==> src/hdl/tfu_pkg.sv <==
package tfu_pkg;

	// frame geometry
	localparam int FRAME_LEN = 11;
	localparam int POS_BITS = $clog2(FRAME_LEN + 1);
	// position counter is at least as wide as the 4-bit index port
	localparam int POS_W = (POS_BITS > 4) ? POS_BITS : 4;

	localparam logic [POS_W-1:0] POS_LIMIT = POS_W'(FRAME_LEN);
	localparam logic [POS_W-1:0] POS_LAST = POS_W'(FRAME_LEN - 1);
	localparam logic [POS_W-1:0] KIND_SLOT = POS_W'(1);

	// special bytes
	localparam logic [7:0] DELIM = 8'h7E;
	localparam logic [7:0] ESCAPE = 8'h7D;
	localparam logic [7:0] ESC_DELIM = 8'h5E;
	localparam logic [7:0] ESC_ESCAPE = 8'h5D;

	// config register indexes
	localparam int CFG_IDX_W = 1;
	localparam logic [CFG_IDX_W-1:0] REG_LINK_TYPE = 1'd0;
	localparam logic [CFG_IDX_W-1:0] REG_USER_TYPE = 1'd1;

	localparam logic [7:0] LINK_TYPE_RESET = 8'hFE;
	localparam logic [7:0] USER_TYPE_RESET = 8'hFD;

	typedef enum logic [1:0] {
		PH_SEARCH = 2'd0,
		PH_DELIM  = 2'd1,
		PH_READ   = 2'd2,
		PH_ESCAPE = 2'd3
	} phase_t;

	typedef enum logic [1:0] {
		KIND_UNKNOWN = 2'd0,
		KIND_LINK    = 2'd1,
		KIND_USER    = 2'd2
	} kind_t;

	typedef struct packed {
		logic [7:0] link_type;
		logic [7:0] user_type;
	} cfg_t;

	typedef struct packed {
		logic [7:0] data;
		logic [3:0] index;
		logic       frame_end;
		kind_t      kind;
		logic       overflow;
	} result_t;

endpackage

==> src/hdl/tfu_cfg_regs.sv <==
module tfu_cfg_regs
	import tfu_pkg::*;
(
	input  logic                 clk,
	input  logic                 arst_n,
	input  logic                 cfg_we,
	input  logic [CFG_IDX_W-1:0] cfg_index,
	input  logic [7:0]           cfg_data,
	output cfg_t                 cfg
);

	logic [7:0] link_type_q;
	logic [7:0] user_type_q;

	always_ff @(posedge clk or negedge arst_n) begin
		if (!arst_n) begin
			link_type_q <= LINK_TYPE_RESET;
			user_type_q <= USER_TYPE_RESET;
		end else if (cfg_we) begin
			unique case (cfg_index)
				REG_LINK_TYPE: link_type_q <= cfg_data;
				REG_USER_TYPE: user_type_q <= cfg_data;
				default: ;
			endcase
		end
	end

	assign cfg.link_type = link_type_q;
	assign cfg.user_type = user_type_q;

endmodule

==> src/hdl/tfu_deframe.sv <==
module tfu_deframe
	import tfu_pkg::*;
(
	input  logic       clk,
	input  logic       arst_n,
	input  logic       step,
	input  logic [7:0] rx_word,
	input  cfg_t       cfg,
	output logic       emit,
	output result_t    res
);

	phase_t            phase_q, phase_d;
	logic [POS_W-1:0]  pos_q, pos_d;
	kind_t             kind_q, kind_d;
	logic              ovf_q, ovf_d;

	logic              restart;
	logic [7:0]        data;
	logic              end_flag;
	logic [POS_W-1:0]  base_pos;
	kind_t             base_kind;
	logic              base_ovf;
	logic              full;
	logic [POS_W-1:0]  slot;
	kind_t             class_kind;

	// next phase
	always_comb begin
		phase_d = phase_q;
		unique case (phase_q)
			PH_SEARCH: begin
				if (rx_word == DELIM) phase_d = PH_DELIM;
			end
			PH_DELIM: begin
				if (rx_word != DELIM) phase_d = PH_READ;
			end
			PH_READ: begin
				if (rx_word == ESCAPE) phase_d = PH_ESCAPE;
				else if (rx_word == DELIM) phase_d = PH_DELIM;
			end
			PH_ESCAPE: begin
				if (rx_word == ESC_DELIM || rx_word == ESC_ESCAPE) phase_d = PH_READ;
				else phase_d = PH_SEARCH;
			end
			default: phase_d = PH_SEARCH;
		endcase
	end

	// per-phase outputs
	always_comb begin
		restart = 1'b0;
		data = rx_word;
		end_flag = 1'b0;
		unique case (phase_q)
			PH_SEARCH: ;
			PH_DELIM: restart = (rx_word == DELIM);
			PH_READ: end_flag = (rx_word == DELIM);
			PH_ESCAPE: begin
				if (rx_word == ESC_DELIM) data = DELIM;
				else if (rx_word == ESC_ESCAPE) data = ESCAPE;
			end
			default: ;
		endcase
	end

	// escape byte is swallowed
	assign emit = (phase_d != PH_ESCAPE);

	assign base_pos  = restart ? '0 : pos_q;
	assign base_kind = restart ? KIND_UNKNOWN : kind_q;
	assign base_ovf  = restart ? 1'b0 : ovf_q;
	assign full      = (base_pos >= POS_LIMIT);
	assign slot      = full ? POS_LAST : base_pos;

	always_comb begin
		priority if (data == cfg.link_type) class_kind = KIND_LINK;
		else if (data == cfg.user_type) class_kind = KIND_USER;
		else class_kind = KIND_UNKNOWN;
	end

	always_comb begin
		pos_d = base_pos;
		kind_d = base_kind;
		ovf_d = base_ovf;
		if (emit) begin
			if (full) begin
				ovf_d = 1'b1;
			end else begin
				pos_d = base_pos + POS_W'(1);
				if (base_pos == KIND_SLOT) kind_d = class_kind;
			end
		end
	end

	always_ff @(posedge clk or negedge arst_n) begin
		if (!arst_n) begin
			phase_q <= PH_SEARCH;
			pos_q <= '0;
			kind_q <= KIND_UNKNOWN;
			ovf_q <= 1'b0;
		end else if (step) begin
			phase_q <= phase_d;
			pos_q <= pos_d;
			kind_q <= kind_d;
			ovf_q <= ovf_d;
		end
	end

	assign res.data = data;
	assign res.index = slot[3:0];
	assign res.frame_end = end_flag;
	assign res.kind = kind_d;
	assign res.overflow = ovf_d;

endmodule

==> src/hdl/telemetry_frame_unstuffer_top.sv <==
// channel | direction | handshake            | payload
// input   | in        | in_valid / in_stall   | rx_byte
// output  | out       | out_valid / out_stall | out_byte, byte_index, frame_end, frame_kind,
//         |           |                       | overflow
// config  | in        | cfg_we                | cfg_index, cfg_data
//
// one word per cycle sustained while out_stall is low; each result is registered before output
// path: input register, deframer logic, result register
// reset puts the deframer in delimiter search with an empty frame and the type codes at default
// input stall rises only while a word in the input register has a result and the result
// register is full and stalled
module telemetry_frame_unstuffer_top
	import tfu_pkg::*;
(
	input  logic                 clk,
	input  logic                 arst_n,
	// input channel
	input  logic                 in_valid,
	output logic                 in_stall,
	input  logic [7:0]           rx_byte,
	// output channel
	output logic                 out_valid,
	input  logic                 out_stall,
	output logic [7:0]           out_byte,
	output logic [3:0]           byte_index,
	output logic                 frame_end,
	output logic [1:0]           frame_kind,
	output logic                 overflow,
	// config write port
	input  logic                 cfg_we,
	input  logic [CFG_IDX_W-1:0] cfg_index,
	input  logic [7:0]           cfg_data
);

	cfg_t       cfg;
	logic       valid_s1;
	logic [7:0] byte_s1;
	logic       emit;
	result_t    res;
	logic       advance;
	logic       in_take;
	logic       out_valid_q;
	result_t    res_q;

	tfu_cfg_regs u_cfg (
		.clk       (clk),
		.arst_n    (arst_n),
		.cfg_we    (cfg_we),
		.cfg_index (cfg_index),
		.cfg_data  (cfg_data),
		.cfg       (cfg)
	);

	// the held word moves on when its result has room or it gives none
	assign advance = valid_s1 && (!emit || !out_valid_q || !out_stall);
	assign in_stall = valid_s1 && !advance;
	assign in_take = in_valid && !in_stall;

	// input register
	always_ff @(posedge clk or negedge arst_n) begin
		if (!arst_n) begin
			valid_s1 <= 1'b0;
		end else if (!in_stall) begin
			valid_s1 <= in_valid;
		end
	end

	always_ff @(posedge clk) begin
		if (in_take) begin
			byte_s1 <= rx_byte;
		end
	end

	tfu_deframe u_deframe (
		.clk     (clk),
		.arst_n  (arst_n),
		.step    (advance),
		.rx_word (byte_s1),
		.cfg     (cfg),
		.emit    (emit),
		.res     (res)
	);

	// result register
	always_ff @(posedge clk or negedge arst_n) begin
		if (!arst_n) begin
			out_valid_q <= 1'b0;
		end else if (advance && emit) begin
			out_valid_q <= 1'b1;
		end else if (!out_stall) begin
			out_valid_q <= 1'b0;
		end
	end

	always_ff @(posedge clk) begin
		if (advance && emit) begin
			res_q <= res;
		end
	end

	assign out_valid  = out_valid_q;
	assign out_byte   = res_q.data;
	assign byte_index = res_q.index;
	assign frame_end  = res_q.frame_end;
	assign frame_kind = res_q.kind;
	assign overflow   = res_q.overflow;

endmodule
==> config.mk <==
export PLATFORM = sky130hd
export DESIGN_NAME = telemetry_frame_unstuffer_top
export DESIGN_NICKNAME = d
export VERILOG_FILES = /design/src/hdl/tfu_pkg.sv /design/src/hdl/tfu_cfg_regs.sv /design/src/hdl/tfu_deframe.sv /design/src/hdl/telemetry_frame_unstuffer_top.sv
export SDC_FILE = /design/constraint.sdc
export NUM_CORES = 1
export LEC_CHECK = 0
export BUFFER_PORTS_ARGS = -buffer_cell sky130_fd_sc_hd__buf_2
export CAP_MARGIN = 25
export CORE_UTILIZATION = 30
export CTS_CLUSTER_SIZE = 10
export DETAILED_ROUTE_END_ITERATION = 7
export SYNTH_ARGS = -nofsm -noshare
export SYNTH_HDL_FRONTEND = slang
export SYNTH_SLANG_ARGS = --single-unit
==> constraint.sdc <==
create_clock -name clk -period 3.3 [get_ports clk]
set_input_delay 0.165 -clock clk [delete_from_list [all_inputs] [get_ports clk]]
set_output_delay 0.165 -clock clk [all_outputs]
set_load 0.01 [all_outputs]
Yosys cells after proc, flatten, opt, wreduce, memory -nomap -nowiden
Index checks and enable logic that the tools add are counted.
{"block": "totals", "register_bits": 51, "input_bits": 22, "output_inout_bits": 18, "word_cells": 68}
{"block": "classes", "n_addsub": 1, "order_cmp": 1, "n_eq_ne": 13, "mux": 23, "bitwise_logic": 1, "n_reduce_logical": 15}
{"op": "8-bit by 7-bit == test with 1-bit output (second input constant)", "count": 4}
{"op": "8-bit two-way mux", "count": 3}
{"op": "2-bit two-way mux", "count": 10}
{"op": "8-bit == test", "count": 2}
{"op": "4-bit two-way mux", "count": 3}
{"op": "8-bit by 7-bit inequality test with 1-bit output (second input constant)", "count": 1}
{"op": "2-bit one-hot mux with 4 select lines", "count": 1}
{"op": "1-bit two-way mux", "count": 6}
{"op": "1-bit zero test", "count": 5}
{"op": "4-bit by 1-bit adder with 4-bit output (second input constant)", "count": 1}
{"op": "2-bit == test (second input constant)", "count": 2}
{"op": "4-bit by 1-bit == test with 1-bit output (second input constant)", "count": 1}
{"op": "4-bit >= comparator (second input constant)", "count": 1}
{"op": "1-bit logical AND", "count": 4}
{"op": "2-bit AND reduction", "count": 2}
{"op": "1-bit logical OR", "count": 3}
{"op": "2-bit by 1-bit == test with 1-bit output (second input constant)", "count": 1}
{"op": "2-bit zero test", "count": 1}
{"op": "2-bit by 1-bit inequality test with 1-bit output (second input constant)", "count": 1}
{"op": "2-bit inequality test (second input constant)", "count": 1}
{"op": "1-bit inverter", "count": 1}

Logic depth before layout (Yosys ltp)
Gate-level depths: netlist (run 1).
{"block": "depth", "word_depth": 13, "ltp_mapped": 11, "ltp_nobuf": 9}

Hierarchy
From an unflattened synthesis (run 1), not the netlist that was laid out.
{"block": "hier_totals", "hier_cells": 180, "hier_area_um2": 2397.3}
{"module": "tfu_deframe", "n_inst": 1, "cells_per_inst": 109, "area_per_inst_um2": 912.1, "seq_area_each_um2": 225.2}
{"module": "telemetry_frame_unstuffer_top", "n_inst": 1, "cells_per_inst": 36, "area_per_inst_um2": 825.8, "seq_area_each_um2": 770.7}
{"module": "tfu_cfg_regs", "n_inst": 1, "cells_per_inst": 35, "area_per_inst_um2": 659.4, "seq_area_each_um2": 417.9}

Worst setup path before layout (run 1)
No wires, ideal clock.
{"block": "synth_path", "path_kind": "register to register", "startpoint": "reg byte_s1[7]", "endpoint": "reg res_q (netlist bit overflow), data pin", "setup_time_ns": 0.256, "t_arrival_ns": 2.146, "t_required_ns": 3.044, "slack_ns": 0.897, "path_stages_with_launch": 12, "period_less_slack_ns": 2.403, "path_cell_list": "edfxtp_1 and4b_1 buf_4 and4b_4 buf_2 nand2b_1 inv_1 ha_1 o21ai_0 inv_1 a21oi_1 nor2_1"}
{"item": "from (decl)", "line": "telemetry_frame_unstuffer_top.sv:37", "text": "logic [7:0] byte_s1;"}
{"item": "from (signal assigned)", "line": "telemetry_frame_unstuffer_top.sv:70", "text": "byte_s1 <= rx_byte;"}
{"item": "to (signal assigned)", "line": "telemetry_frame_unstuffer_top.sv:97", "text": "res_q <= res;"}
{"item": "to (decl)", "line": "telemetry_frame_unstuffer_top.sv:43", "text": "result_t res_q;"}

==> report_table.html, run 1 <==
<table>
<tr><th>Metric</th><th>Value</th></tr>
<tr><th colspan="2">Pwr</th></tr>
<tr><td>Pwr dens</td><td>572 nW/um2</td></tr>
<tr><td>Peak VDD IR</td><td>0.176 mV</td></tr>
<tr><td>Static Leakage</td><td>1.06 nW</td></tr>
<tr><th colspan="2">Placed design</th></tr>
<tr><td>Buffers added on ports</td><td>39</td></tr>
<tr><td>Number of instances in the placed design</td><td>310</td></tr>
<tr><td>GPL Wtd Cong</td><td>0.807</td></tr>
<tr><td>Final HPWL DP</td><td>3.34 mm</td></tr>
<tr><th colspan="2">Min path</th></tr>
<tr><td>Startpoint of the worst hold path</td><td>rx_byte[4]</td></tr>
<tr><td>Worst Hold Class</td><td>primary input to register</td></tr>
<tr><td>Number of stages on the worst hold path</td><td>1</td></tr>
<tr><td>Worst hold endpoint</td><td>byte_s1[4]</td></tr>
<tr><th colspan="2">STA</th></tr>
<tr><td>Final hold violation count</td><td>0</td></tr>
<tr><td>Final slew viol count</td><td>0</td></tr>
<tr><td>Tmin final</td><td>2590 ps</td></tr>
<tr><td>Final setup violating endpoints</td><td>0</td></tr>
<tr><td>Achievable clock frequency</td><td>387 MHz</td></tr>
<tr><td>Slew Limit Headroom</td><td>50.7%</td></tr>
<tr><td>Setup clock skew after layout</td><td>11.7 ps</td></tr>
<tr><td>Setup repair after global routing missed its margin</td><td>no</td></tr>
<tr><td>Setup TNS Final</td><td>0 ps</td></tr>
<tr><td>Pin slew with the least headroom to its limit</td><td>738 ps</td></tr>
<tr><td>Period Utilization, post-route</td><td>78.4%</td></tr>
<tr><th colspan="2">Global route</th></tr>
<tr><td>Global router's overall resource usage</td><td>11.4%</td></tr>
<tr><td>First-pass GRT wire length</td><td>7.32 mm</td></tr>
<tr><td>Initial antenna violation count</td><td>0</td></tr>
<tr><td>Maximum number of pins on one net before global-route repair</td><td>28</td></tr>
<tr><td>Leftover overflow at the end of global routing</td><td>0</td></tr>
<tr><td>Number of global-route vias before repair</td><td>1491</td></tr>
<tr><th colspan="2">Route</th></tr>
<tr><td>Initial drt markers</td><td>29</td></tr>
<tr><td>Drt drc</td><td>0</td></tr>
<tr><td>Detailed-route wire length per cell</td><td>14.1 um</td></tr>
<tr><td>DR vias/cell</td><td>4.66</td></tr>
<tr><td>Final antenna-violating net count</td><td>0</td></tr>
<tr><td>Number of optimization iterations in the first detailed-route pass</td><td>4</td></tr>
<tr><td>Total number of vias</td><td>1488</td></tr>
<tr><td>Drt total wl</td><td>4.51 mm</td></tr>
<tr><th colspan="2">Critical path</th></tr>
<tr><td>Most prevalent standard cell on the critical path</td><td>sky130_fd_sc_hd__inv_1</td></tr>
<tr><td>Crit path launch type</td><td>register</td></tr>
<tr><td>Worst Path Class, Setup</td><td>register to register</td></tr>
<tr><td>Crit path buf inv count</td><td>2</td></tr>
<tr><td>Worst EP required</td><td>3370 ps</td></tr>
<tr><td>Launch instance of the worst register-to-register path</td><td>byte_s1[7]</td></tr>
<tr><td>R2R Path End</td><td>overflow</td></tr>
<tr><td>FF-to-FF setup slack</td><td>710 ps</td></tr>
<tr><td>Peak fanout along the critical path</td><td>14</td></tr>
<tr><td>Signal arrival time at the worst endpoint</td><td>2660 ps</td></tr>
<tr><td>Worst reg2reg path depth</td><td>9</td></tr>
<tr><td>Largest delay share family, worst path</td><td>simple AND/OR/NAND/NOR gates</td></tr>
<tr><td>Slowest library cell on the worst path</td><td>sky130_fd_sc_hd__edfxtp_1</td></tr>
<tr><td>Kind of capture point of the worst setup path</td><td>register</td></tr>
<tr><td>Crit-path max cell delay</td><td>470 ps</td></tr>
<tr><td>Cells traversed along the worst timing path</td><td>and4b_1 &gt; and4b_4 &gt; nand2b_1 &gt; inv_1 &gt; ha_1 &gt; o21ai_0 &gt; inv_1 &gt; a21oi_1 &gt; nor2_1</td></tr>
<tr><th colspan="2">Logic synthesis</th></tr>
<tr><td>Main synth FF type</td><td>sky130_fd_sc_hd__edfxtp_1</td></tr>
<tr><td>Area fraction of the dominant cell type after synthesis</td><td>30.8%</td></tr>
<tr><td>FF+latch count, synth</td><td>51</td></tr>
<tr><td>Syn Nets</td><td>207</td></tr>
<tr><td>Unique masters post-synth</td><td>49</td></tr>
<tr><td>Mapped Area</td><td>2340 um2</td></tr>
<tr><td>Number of flops mapped to enable cells by yosys</td><td>24</td></tr>
<tr><td>Largest cells by area after synthesis</td><td>sky130_fd_sc_hd__edfxtp_1, sky130_fd_sc_hd__dfstp_2, sky130_fd_sc_hd__dfrtp_1</td></tr>
<tr><td>Average instance area after synthesis</td><td>12.8 um2</td></tr>
<tr><td>Gate count of the mapped netlist</td><td>183</td></tr>
<tr><td>Cell type with the highest aggregate area in the netlist</td><td>sky130_fd_sc_hd__edfxtp_1</td></tr>
<tr><td>Sequential share of the synthesized area</td><td>60.4%</td></tr>
<tr><td>Fraction of registers with async set or reset after synthesis</td><td>52.9%</td></tr>
<tr><td>Number of warnings printed during yosys synthesis</td><td>0</td></tr>
<tr><th colspan="2">Outcome</th></tr>
<tr><td>Outcome</td><td>finished clean</td></tr>
<tr><th colspan="2">Floorplan</th></tr>
<tr><td>Area of the die</td><td>8160 um2</td></tr>
<tr><td>Site row count</td><td>31</td></tr>
<tr><td>Starting density of the core</td><td>31.6%</td></tr>
<tr><td>Placeable core region</td><td>7410 um2</td></tr>
<tr><td># IOs</td><td>40</td></tr>
<tr><td>Die W</td><td>90.4 um</td></tr>
<tr><td>Overall die height</td><td>90.4 um</td></tr>
<tr><th colspan="2">Clock network</th></tr>
<tr><td>Clock slew at the register clock pins of the worst setup and hold paths</td><td>110 ps</td></tr>
<tr><td>Inserted Clock Buffers</td><td>5</td></tr>
<tr><td>Number of buffers inserted to repair setup after CTS</td><td>0</td></tr>
<tr><td>Number of H-tree levels</td><td>2</td></tr>
<tr><td>Worst-Skew Late Latency</td><td>310 ps</td></tr>
<tr><td>TritonCTS Sinks</td><td>51</td></tr>
<tr><td>Cell at the root of the clock tree</td><td>sky130_fd_sc_hd__clkbuf_8</td></tr>
<tr><td>Cts hold-fix bufs</td><td>1</td></tr>
<tr><td>CTS tree</td><td>built</td></tr>
<tr><td>CTS max path bufs</td><td>2</td></tr>
<tr><td>Number of resized instances in the post-cts repair step</td><td>0</td></tr>
<tr><th colspan="2">Layout</th></tr>
<tr><td>Area occupied by multi-input gates</td><td>850 um2</td></tr>
<tr><td>Post-layout net count</td><td>243</td></tr>
<tr><td>ANT cells</td><td>0</td></tr>
<tr><td>Register cell area after layout</td><td>1410 um2</td></tr>
<tr><td>Share of cells above drive strength 1</td><td>38.2%</td></tr>
<tr><td>Filler cell count</td><td>719</td></tr>
<tr><td>Area delta synth-&gt;final</td><td>16.2%</td></tr>
<tr><td>Fin cells</td><td>319</td></tr>
<tr><th colspan="2">Run</th></tr>
<tr><td>Max Cap Viol</td><td>0</td></tr>
</table>
==> cell usage after synthesis, drive strengths merged, types with 2 or more instances <==
cell type  number
nand4           3
ha              2
xor2            3
nor2b           4
mux2           16
nand3           3
and2            3
a31oi           2
nand2b          3
xnor2          13
nor3            2
dfstp          14
nor2            5
a21oi           6
dfrtp          13
buf             4
nand2          11
or3             3
o21ai          11
inv             7
and4b           2
o211ai          2
edfxtp         24
clkbuf          8
==> how the worst max path moves through the flow <==
stage,start,to,slack [ps],depth (start not counted)
after floorplan,byte_s1[7],overflow,900,11
after global placement,byte_s1[7],overflow,870,9
after detailed placement,byte_s1[7],overflow,740,9
after CTS,byte_s1[7],overflow,720,9
after global routing,byte_s1[7],u_deframe.pos_q[0],450,9
final,byte_s1[7],overflow,710,9
==> power by group <==
group / total, W / leakage [nW] / switching, W / internal [W]
sequential: 0.000859 / 0.526 / 0.0000728 / 0.000786
combinational: 0.000315 / 0.483 / 0.000166 / 0.000149
clock: 0.000384 / 0.0491 / 0.000227 / 0.000157
==> routing by layer <==
metal / vias to the layer above / wire (um) / GRT usage, %
met5: - / 0 / 0
met3: 8 / 180 / 2.78
met1: 721 / 2120 / 14.5
met2: 33 / 2140 / 19.1
li1: 726 / - / -
met4: 0 / 70 / 3.90
==> logic make-up after synthesis <==
logic type      count (synthesis)  synth area share, %
flops                          51                 60.4
simple gates                   46                 11.6
mux                            16                 7.69
buf+inv                        19                 3.37
xor+xnor                       16                 5.98
fa+ha+maj                       2                 1.07
compound gates                 33                 9.88
==> layout by cell type (no fill, tap or decap), drive strengths merged, types with 2 or more instances in the layout <==
cell type,instances
a21oi,6
a31oi,2
and2,3
and4b,2
buf,40
clkbuf,5
dfrtp,13
dfstp,14
edfxtp,24
ha,2
inv,9
mux2,16
nand2,11
nand2b,3
nand3,3
nand4,3
nor2,5
nor2b,4
nor3,2
o211ai,2
o21ai,11
or3,3
xnor2,13
xor2,3
==> worst reg2reg max path, cell delays in order (launching register included) <==
cell and delay, ps:
sky130_fd_sc_hd__edfxtp_1 470, sky130_fd_sc_hd__and4b_1 410, sky130_fd_sc_hd__and4b_4 390, sky130_fd_sc_hd__nand2b_1 150
sky130_fd_sc_hd__inv_1 50, sky130_fd_sc_hd__ha_1 190, sky130_fd_sc_hd__o21ai_0 370, sky130_fd_sc_hd__inv_1 110
sky130_fd_sc_hd__a21oi_1 160, sky130_fd_sc_hd__nor2_1 50
==> registers in the layout, summed over array words and instances, names as in the netlist <==
name               cells
u_deframe.pos_q        4
frame_kind             2
out_valid              1
u_cfg.user_type_q      8
overflow               1
u_cfg.link_type_q      8
u_deframe.kind_q       2
u_deframe.ovf_q        1
out_byte               8
frame_end              1
byte_index             4
byte_s1                8
valid_s1               1
u_deframe.phase_q      2
==> per-stage QoR <==
step | utilization [%] | area [um2] | worst slack [ps] | power [W] | hold WS [ps]
global placement | 35.3 | 2620 | 869 | 0.00118 | 227
finish | 36.7 | 2720 | 713 | 0.00156 | 22.2
global route | 36.7 | 2720 | 454 | 0.00164 | 3.93
CTS | 36.7 | 2720 | 723 | 0.00157 | 14.2
detailed placement | 35.3 | 2620 | 743 | 0.00119 | 225
floorplan | - | 2340 | 897 | 0.00108 | -131
==> layout make-up <==
class / instances / share of cell area [%]
Clock buffer: 5 / 2.53
Clock inverter: 3 / 0.966
Inverter: 7 / 0.966
Multi-Input combinational cell: 113 / 31.2
Sequential cell: 51 / 52.0
Tap cell: 99 / 4.55
Timing Repair Buffer: 41 / 7.82
(Power assumes the default switching activity.)
==> run 2, diff against run 1 <==
- clock period: 3.3 -> 2.3 ns (I/O delays scaled with it)
==> report_table.html, run 2 (same netlist as run 1, synthesis figures left out) <==
<table>
<tr><th>Metric</th><th>Value</th></tr>
<tr><th colspan="2">Clock network</th></tr>
<tr><td>Number of H-tree levels</td><td>2</td></tr>
<tr><td>Number of resized instances in the post-cts repair step</td><td>0</td></tr>
<tr><td>Cell at the root of the clock tree</td><td>sky130_fd_sc_hd__clkbuf_8</td></tr>
<tr><td>CTS tree</td><td>built</td></tr>
<tr><td>Worst-Skew Late Latency</td><td>300 ps</td></tr>
<tr><td>TritonCTS Sinks</td><td>51</td></tr>
<tr><td>CTS max path bufs</td><td>2</td></tr>
<tr><td>Clock slew at the register clock pins of the worst setup and hold paths</td><td>90 ps</td></tr>
<tr><td>Inserted Clock Buffers</td><td>5</td></tr>
<tr><th colspan="2">STA</th></tr>
<tr><td>Setup clock skew after layout</td><td>4.02 ps</td></tr>
<tr><td>Achievable clock frequency</td><td>470 MHz</td></tr>
<tr><td>Tmin final</td><td>2130 ps</td></tr>
<tr><td>Final hold violation count</td><td>0</td></tr>
<tr><td>Setup TNS Final</td><td>0 ps</td></tr>
<tr><td>Slew Limit Headroom</td><td>51.6%</td></tr>
<tr><td>Final slew viol count</td><td>0</td></tr>
<tr><td>Period Utilization, post-route</td><td>92.5%</td></tr>
<tr><td>Final setup violating endpoints</td><td>0</td></tr>
<tr><td>Setup repair after global routing missed its margin</td><td>no</td></tr>
<tr><td>Pin slew with the least headroom to its limit</td><td>724 ps</td></tr>
<tr><th colspan="2">Critical path</th></tr>
<tr><td>Worst reg2reg path depth</td><td>9</td></tr>
<tr><td>Critical Path End</td><td>overflow</td></tr>
<tr><td>Launch instance of the worst register-to-register path</td><td>u_deframe.phase_q[1]</td></tr>
<tr><td>Kind of capture point of the worst setup path</td><td>register</td></tr>
<tr><td>FF-to-FF setup slack</td><td>170 ps</td></tr>
<tr><td>Signal arrival time at the worst endpoint</td><td>2200 ps</td></tr>
<tr><td>Peak fanout along the critical path</td><td>7</td></tr>
<tr><td>Worst EP required</td><td>2370 ps</td></tr>
<tr><td>Worst Path Class, Setup</td><td>register to register</td></tr>
<tr><td>R2R Path End</td><td>overflow</td></tr>
<tr><td>Crit path launch type</td><td>register</td></tr>
<tr><td>Startpoint of the most critical setup path</td><td>u_deframe.phase_q[1]</td></tr>
<tr><th colspan="2">Layout</th></tr>
<tr><td>Commonest cells after routing, fill and taps aside</td><td>sky130_fd_sc_hd__buf_2, sky130_fd_sc_hd__edfxtp_1, sky130_fd_sc_hd__mux2_2, sky130_fd_sc_hd__dfstp_2</td></tr>
<tr><td>Post-layout net count</td><td>263</td></tr>
<tr><td>Most frequent standard cell in the layout excluding fill and tap cells</td><td>sky130_fd_sc_hd__buf_2</td></tr>
<tr><td>Share of cells above drive strength 1</td><td>40.0%</td></tr>
<tr><td>Area delta synth-&gt;final</td><td>24.8%</td></tr>
<tr><td>Fin cells</td><td>339</td></tr>
<tr><td>ANT cells</td><td>0</td></tr>
<tr><th colspan="2">Placed design</th></tr>
<tr><td>Buffers added on ports</td><td>39</td></tr>
<tr><td>Number of instances in the placed design</td><td>322</td></tr>
<tr><td>Final HPWL DP</td><td>3.42 mm</td></tr>
<tr><td>GPL Wtd Cong</td><td>0.799</td></tr>
<tr><th colspan="2">Pwr</th></tr>
<tr><td>P_sw</td><td>0.000642 W</td></tr>
<tr><td>Cell-internal power</td><td>0.00172 W</td></tr>
<tr><td>Sequential power share</td><td>51.9%</td></tr>
<tr><td>Pwr dens</td><td>807 nW/um2</td></tr>
<tr><td>Clock power share</td><td>27.2%</td></tr>
<tr><td>Static Leakage</td><td>1.16 nW</td></tr>
<tr><td>Peak VDD IR</td><td>0.258 mV</td></tr>
<tr><td>Share of power burned in combinational logic</td><td>21.0%</td></tr>
<tr><td>Net switching fraction of the power</td><td>27.2%</td></tr>
<tr><th colspan="2">Min path</th></tr>
<tr><td>Worst Hold Class</td><td>primary input to register</td></tr>
<tr><td>Number of stages on the worst hold path</td><td>2</td></tr>
<tr><th colspan="2">Global route</th></tr>
<tr><td>Met3 Use GR</td><td>2.95%</td></tr>
<tr><td>Layer with the highest usage after global routing</td><td>met2</td></tr>
<tr><td>Maximum number of pins on one net before global-route repair</td><td>28</td></tr>
<tr><td>Global router's overall resource usage</td><td>11.5%</td></tr>
<tr><td>First-pass GRT wire length</td><td>7.34 mm</td></tr>
<tr><td>Met2 Use GR</td><td>17.6%</td></tr>
<tr><td>Grt met1 use</td><td>15.7%</td></tr>
<tr><td>Number of global-route vias before repair</td><td>1505</td></tr>
<tr><td>Initial antenna violation count</td><td>0</td></tr>
<tr><td>Leftover overflow at the end of global routing</td><td>0</td></tr>
<tr><th colspan="2">Outcome</th></tr>
<tr><td>Outcome</td><td>finished clean</td></tr>
<tr><th colspan="2">Run</th></tr>
<tr><td>Max Cap Viol</td><td>0</td></tr>
<tr><th colspan="2">Route</th></tr>
<tr><td>Initial drt markers</td><td>86</td></tr>
<tr><td>DR vias/cell</td><td>4.55</td></tr>
<tr><td>Number of optimization iterations in the first detailed-route pass</td><td>4</td></tr>
<tr><td>Final antenna-violating net count</td><td>0</td></tr>
<tr><td>Drt total wl</td><td>4.48 mm</td></tr>
<tr><td>Drt drc</td><td>0</td></tr>
<tr><td>Detailed-route wire length per cell</td><td>13.2 um</td></tr>
<tr><td>Total number of vias</td><td>1541</td></tr>
<tr><th colspan="2">Floorplan</th></tr>
<tr><td>Overall die height</td><td>90.4 um</td></tr>
<tr><td>Starting density of the core</td><td>31.6%</td></tr>
<tr><td>Site row count</td><td>31</td></tr>
<tr><td>Area of the die</td><td>8160 um2</td></tr>
<tr><td># IOs</td><td>40</td></tr>
<tr><td>Die W</td><td>90.4 um</td></tr>
<tr><td>Placeable core region</td><td>7410 um2</td></tr>
</table>
[run 2: changes by cell type in the layout (fill, tap and decap cells not counted)]
| cell | delta |
|---|---|
| sky130_fd_sc_hd__clkbuf_1 | +1 |
| sky130_fd_sc_hd__buf_4 | +12 |
| sky130_fd_sc_hd__clkinv_4 | -1 |
| sky130_fd_sc_hd__dlygate4sd3_1 | +8 |
| sky130_fd_sc_hd__inv_6 | -2 |
| sky130_fd_sc_hd__clkbuf_16 | +2 |
| sky130_fd_sc_hd__o21ai_2 | +1 |
| sky130_fd_sc_hd__o21ai_0 | -1 |
[run 2: stage by stage]
stage          utilization [%]  hold slack [ps]  total power, W  instance area [um2]  worst slack (ps)
4_1_cts                   39.5             13.3         0.00238                 2920               166
5_1_grt                   39.5             33.0         0.00248                 2920              42.1
6_report                  39.5             16.5         0.00236                 2920               172
2_1_floorplan                -             -181         0.00157                 2350              45.3
3_3_place_gp              36.6              169         0.00171                 2710               244
3_5_place_dp              36.6              176         0.00173                 2710               182
[run 2: worst min-delay path by stage]
stage,endpoint,startpoint
final,valid_s1,in_valid
after global routing,valid_s1,in_valid
after CTS,valid_s1,in_valid
after detailed placement,valid_s1,arst_n
after global placement,out_valid,arst_n
after floorplan,out_valid,arst_n
[run 2: layer usage]
layer / up-vias / part of all wire, %
met5: - / 0
met4: 0 / 1.4
met3: 5 / 4.5
met2: 39 / 46
met1: 734 / 49
li1: 763 / -
[run 2: final cells by class]
type                    count  area, um2
fillers                   723       4490
multi-input cells         113        853
flip-flops and latches     51       1410
well taps                  99        124
inverters                   7       26.3
repair buffers             61        383
clock buffers               8        123
[run 2: worst max-delay path, stage by stage (launching register included)]
cell and delay [ps]:
sky130_fd_sc_hd__dfrtp_1 430, sky130_fd_sc_hd__or2b_1 250, sky130_fd_sc_hd__and4b_4 360, sky130_fd_sc_hd__nand2b_1 130
sky130_fd_sc_hd__inv_1 50, sky130_fd_sc_hd__ha_1 200, sky130_fd_sc_hd__o21ai_2 180, sky130_fd_sc_hd__inv_1 80
sky130_fd_sc_hd__a21oi_1 160, sky130_fd_sc_hd__nor2_1 50
[run 2: repair_timing]
item / in CTS / in global routing
hold buffers: 9 / 0
endpoints found under the hold margin: 21 / 0
endpoints found under the setup margin: 0 / 0
setup buffers: 0 / 0
[run 2: power by group through the flow]
stage          clock network, W  logic (W)  registers, W
2_1_floorplan                 0   0.000328       0.00124
3_3_place_gp                  0   0.000479       0.00124
3_5_place_dp                  0   0.000485       0.00124
4_1_cts                0.000660   0.000500       0.00122
5_1_grt                0.000689   0.000551       0.00124
6_report               0.000641   0.000494       0.00122
